### src/sv/assert_macros.svh
`ifndef ASSERT_MACROS_SVH
`define ASSERT_MACROS_SVH
// Concurrent assertion helpers.
`define ASSERT_CLK(label, clk, rst_n, prop, msg) \
    label: assert property (@(posedge clk) disable iff (!rst_n) (prop)) else $error(msg);
`define ASSERT_NEVER(label, clk, rst_n, cond, msg) \
    label: assert property (@(posedge clk) disable iff (!rst_n) !(cond)) else $error(msg);
`endif

### src/sv/pmts_pkg.sv
package pmts_pkg;
    localparam int MAX_TIMERS = 16;
    localparam int BUCKETS_PER_UNIT = 100;
    localparam int IDX_W = $clog2(MAX_TIMERS);
    localparam int CNT_W = $clog2(MAX_TIMERS + 1);
    localparam int BKT_W = $clog2(4 * BUCKETS_PER_UNIT);
    localparam int STEP_RAW = 1000 / BUCKETS_PER_UNIT;
    localparam int STEP = (STEP_RAW == 0) ? 1 : STEP_RAW;
    localparam int STEP_SHIFT = 20;
    localparam logic [31:0] STEP_MUL = 32'(((1 << STEP_SHIFT) + STEP - 1) / STEP);
    localparam logic [31:0] DIGIT_BASE = 32'd1000;
    localparam int DIV_SHIFT = 38;
    localparam logic [63:0] DIV_MUL =
        ((64'd1 << DIV_SHIFT) + 64'(DIGIT_BASE) - 64'd1) / 64'(DIGIT_BASE);
    localparam int QD_DEPTH = 2;

    localparam logic [1:0] CMD_REG = 2'd0;
    localparam logic [1:0] CMD_UNREG = 2'd1;
    localparam logic [1:0] CMD_TICK = 2'd2;
    localparam logic [1:0] KIND_STATUS = 2'd0;
    localparam logic [1:0] KIND_FIRED = 2'd1;
    localparam logic [1:0] KIND_SLEEP = 2'd2;

    typedef struct packed {
        logic [1:0]  command;
        logic [15:0] handle;
        logic [31:0] elapse;
        logic [1:0]  unit;
        logic [63:0] now;
    } t_item;

    typedef struct packed {
        logic [1:0]  kind;
        logic [15:0] fired_handle;
        logic        accepted;
        logic [63:0] wait_ns;
        logic        last;
    } t_result;
endpackage

### src/sv/pmts_front.sv
module pmts_front (
    input  logic            i_clk,
    input  logic            i_rst_n,
    input  logic            i_valid,
    output logic            o_ready,
    input  pmts_pkg::t_item i_item,
    output logic            o_valid,
    input  logic            i_ready,
    output pmts_pkg::t_item o_item
);
    import pmts_pkg::*;

    t_item                r_q [QD_DEPTH];
    logic [$clog2(QD_DEPTH)-1:0] r_wp, r_rp;
    logic [$clog2(QD_DEPTH+1)-1:0] r_cnt;
    logic                 w_push, w_pop;

    assign o_ready = (r_cnt != QD_DEPTH[$clog2(QD_DEPTH+1)-1:0]);
    assign o_valid = (r_cnt != '0);
    assign o_item  = r_q[r_rp];
    assign w_push  = i_valid && o_ready;
    assign w_pop   = o_valid && i_ready;

    always_ff @(posedge i_clk) begin
        if (!i_rst_n) begin
            r_wp <= '0;
            r_rp <= '0;
            r_cnt <= '0;
        end else begin
            if (w_push) begin
                r_q[r_wp] <= i_item;
                r_wp <= r_wp + 1'b1;
            end
            if (w_pop) r_rp <= r_rp + 1'b1;
            r_cnt <= r_cnt + {{($clog2(QD_DEPTH+1)-1){1'b0}}, w_push}
                           - {{($clog2(QD_DEPTH+1)-1){1'b0}}, w_pop};
        end
    end
endmodule

### config.mk
export PLATFORM = sky130hd
export DESIGN_NAME = pmts_front
export DESIGN_NICKNAME = d
export VERILOG_FILES = /design/src/sv/assert_macros.svh /design/src/sv/pmts_pkg.sv /design/src/sv/pmts_front.sv
export SDC_FILE = /design/constraint.sdc
export NUM_CORES = 1
export LEC_CHECK = 0
export BUFFER_PORTS_ARGS = -buffer_cell sky130_fd_sc_hd__buf_2
export CAP_MARGIN = 10
export CORE_ASPECT_RATIO = 0.9
export CORE_UTILIZATION = 56
export DETAILED_ROUTE_END_ITERATION = 10
export GPL_ROUTABILITY_DRIVEN = 1
export GPL_TIMING_DRIVEN = 0
export MAX_ROUTING_LAYER = met4
export PLACE_DENSITY = 0.83
export RECOVER_POWER = 50
export SYNTH_ARGS = -nofsm -noshare
export SYNTH_HDL_FRONTEND = slang
export SYNTH_SLANG_ARGS = --single-unit
### constraint.sdc
create_clock -name i_clk -period 20.6 [get_ports i_clk]
set_clock_uncertainty 0.15 [all_clocks]
set_input_delay 3.09 -clock i_clk [delete_from_list [all_inputs] [get_ports i_clk]]
set_output_delay 3.09 -clock i_clk [all_outputs]
set_load 0.005 [all_outputs]
==> metrics.txt <==
Yosys reg bits=roughly 240; Die Ht=approximately 120 um; CTS resizes=0; drt drc=0; Final period util=28.8%; max_slew headroom=-75.2%; Cells after DPL=roughly 830; vias in the first global route=between 4,000 and 5,000; GR Util met1=23.7%; DIE WIDTH=about 130 um; Worst EP arrival=approximately 6 ns; Site Rows=42; Syn Nets=roughly 510; count leader, synth=edfxtp_1; Initial Util=58.5%; Crit path buffers/inverters=3; Final Non-Filler Cells=~860; Root Buffer=clkbuf_16; initial antenna violation count=0; CTS tree=built; CP cell instances=clkbuf_1, nand3_1, nor2_1, buf_12, buf_12; Initial DRC Count=~270; final non-filler cell area=10,900 sq um; Total Routing Usage GR=slightly above 20%; crit-path leading delay family=simple AND/OR/NAND/NOR gates; Worst-Skew Late Latency=0.49 ns; I/O Buffers=237; Top Ports=238; top cells by area, synth=edfxtp_1 (80%), mux2_2 (9.8%), mux2_4 (6.9%); final hold vios=0; wire per inst=19.0 um; path type of the worst setup path=in2reg; final slew viol count=between 80 and 90; placed cell areas=roughly 10,000 sq um; failing checks=capacitance limit, slew limit; Clk pin slew, worst setup/hold paths=roughly 0.06 ns; worst-case vdd ir drop=0.0879 mV; Final setup viols=0; predominant post-synthesis flop cell=edfxtp_1; HPWL Detailed=around 11,000 um; core box area=approximately 15,000 sq um; CP required=approximately 21 ns; GP Congestion=between 0.7 and 0.8; Post-synth EDFFs=~230; Max Cap Viol=2; nets=774; CTS Buf Count=23; Seq/Total Area, Yosys=80.7%; setup TNS=0 ns; leakage=0.00401 uW; clock sinks=between 200 and 250; Post-CTS Setup Inserts=0; Layout area overhead=24.6%; largest net degree at the start of global routing=between 60 and 70; most frequent cells after synthesis=edfxtp_1 (232), mux2_2 (76), mux2_4 (40), buf_2 (7), buf_6 (6); total number of vias=~4,500; Final ANT Viol Nets=0; Startpoint Class=input port; GRT Residual Overflow=0; worst hold path class=reg2reg; PnR worst setup slack=roughly 15 ns; Setup crit end kind=register; gr busiest metal=met2; status=finished, violations left; CP Max Fanout=30; Hold Buf Count CTS=0; Pwr Total=about 1200 uW; Detailed Routing Iterations Pass 1=4; Netlist cell types=19; CTS HTree Levels=1; Post-Synthesis Cells=about 390; drt via density=5.17; synth warn=0; Max clock buf depth=3; fin crit period=slightly below 6 ns; Synth area leader=edfxtp_1; slowest cell delay on critical path=approximately 2.0 ns; M3 GR Usage=under 10%; Worst path slowest cell=nor2_1; Synth Cell Area=8760 sq um; Cell Pwr Density=approximately 110 nW/um^2; area of the die=roughly 16,000 sq um; met2 Use GR=a little over a third; first-pass GRT wire length=roughly 25,000 um; Worst-Margin Slew=between 2 and 3 ns; Mean Syn Cell Area=about 23 sq um; share of layout cells above drive strength 1=between 50% and 60%; fmax=0.168 GHz; pre-CTS setup slack=~15 ns; share of the synthesized area in the top cell type=a little under 80%; Crit path top cell by count=buf_12; final WL=roughly 16,000 um; Synth async-reset ratio=0%; RSZ-0062 raised after global routing=false
==> final cells by class <==
| cell class | instances | area [sq um] |
|---|---|---|
| flip-flops and latches | 237 | 7070 |
| fillers | 940 | 4060 |
| multi-input cells | 134 | 1580 |
| repair buffers | 241 | 1190 |
| clock buffers | 28 | 594 |
| well taps | 198 | 248 |
| clock inverters | 10 | 119 |
| plain buffers | 13 | 103 |
| inverters | 2 | 7.51 |
| diodes | 1 | 2.50 |
==> flip-flops by register name (all words and copies together), names as in the netlist, named ones only <==
register,count
r_cnt,2
r_wp,1
r_q,232
r_rp,1
==> metal layers <==
layer	part of all wire (%)	wire, um	up-vias
li1	-	-	2059
met4	2.4	391	0
met3	9.2	1510	32
met5	0	0	-
met2	50	8260	195
met1	38	6220	2181
==> where the power goes <==
part	total, uW	internal (uW)	switching [uW]
Sequential	583	573	10.3
Combinational	254	137	117
Clock	400	241	160
Total	1240	951	287
==> through the flow <==
step	hold slack, ns	util (%)
4_1_cts	0.391	73.5
3_3_place_gp	0.328	68.1
2_1_floorplan	0.318	-
6_report	0.391	72.9
5_1_grt	0.399	72.9
3_5_place_dp	0.375	68.7
==> worst register-to-register path: stages (launching register included) <==
cell	delay (ns)
dfxtp_1	0.39
nand2b_1	0.18
nand3_1	0.13
nor2_1	1.95
buf_12	0.29
buf_12	0.25
==> path summary, 6_finish.rpt <==
| kind | slack (ns) | cells past startpoint | startpoint | endpoint |
|---|---|---|---|---|
| min reg2reg | 0.39 | 2 | r_wp$_SDFFE_PN0P_ | r_wp$_SDFFE_PN0P_ |
| min | 0.39 | 2 | r_wp$_SDFFE_PN0P_ | r_wp$_SDFFE_PN0P_ |
| max reg2reg | 16.95 | 5 | r_cnt[0]$_SDFF_PN0_ | r_q[0][36]$_DFFE_PP_ |
| max | 14.66 | 5 | i_rst_n | r_q[0][36]$_DFFE_PP_ |
==> cells in the final DEF, fill, tap and decap left out <==
cell type	Yosys	final
and2_1	3	1
buf_6	6	6
inv_1	2	2
xnor2_1	3	3
clkbuf_1	0	69
nor2_1	1	1
edfxtp_1	232	232
and2_0	0	2
nor2b_1	2	2
o21a_1	1	1
mux2_4	40	40
mux2_2	76	76
ha_1	2	2
clkinv_2	0	2
clkbuf_16	0	23
clkinv_1	0	5
buf_2	7	180
dfxtp_1	5	5
or2_2	1	1
nand2_1	1	1
diode_2	0	1
and3_1	1	1
nand3_1	1	1
o22ai_1	1	1
nand2b_1	1	1
bufinv_16	0	3
buf_12	0	3
buf_16	0	1
==> cells by family (layout without fill, tap and decap cells) <==
kind of cell / Yosys count / count (layout) / share of synthesized area (%)
multiplexers: 116 / 116 / 16.6
flip-flops: 237 / 237 / 80.7
buffers and inverters: 15 / 294 / 1.26
AND/OR/NAND/NOR: 11 / 11 / 0.714
AO/OA/AOI/OAI: 2 / 2 / 0.157
XOR/XNOR: 3 / 3 / 0.300
adder cells (fa/ha/maj): 2 / 2 / 0.286
other: 0 / 1 / 0
Note: power is estimated with default switching activity, not from simulation.
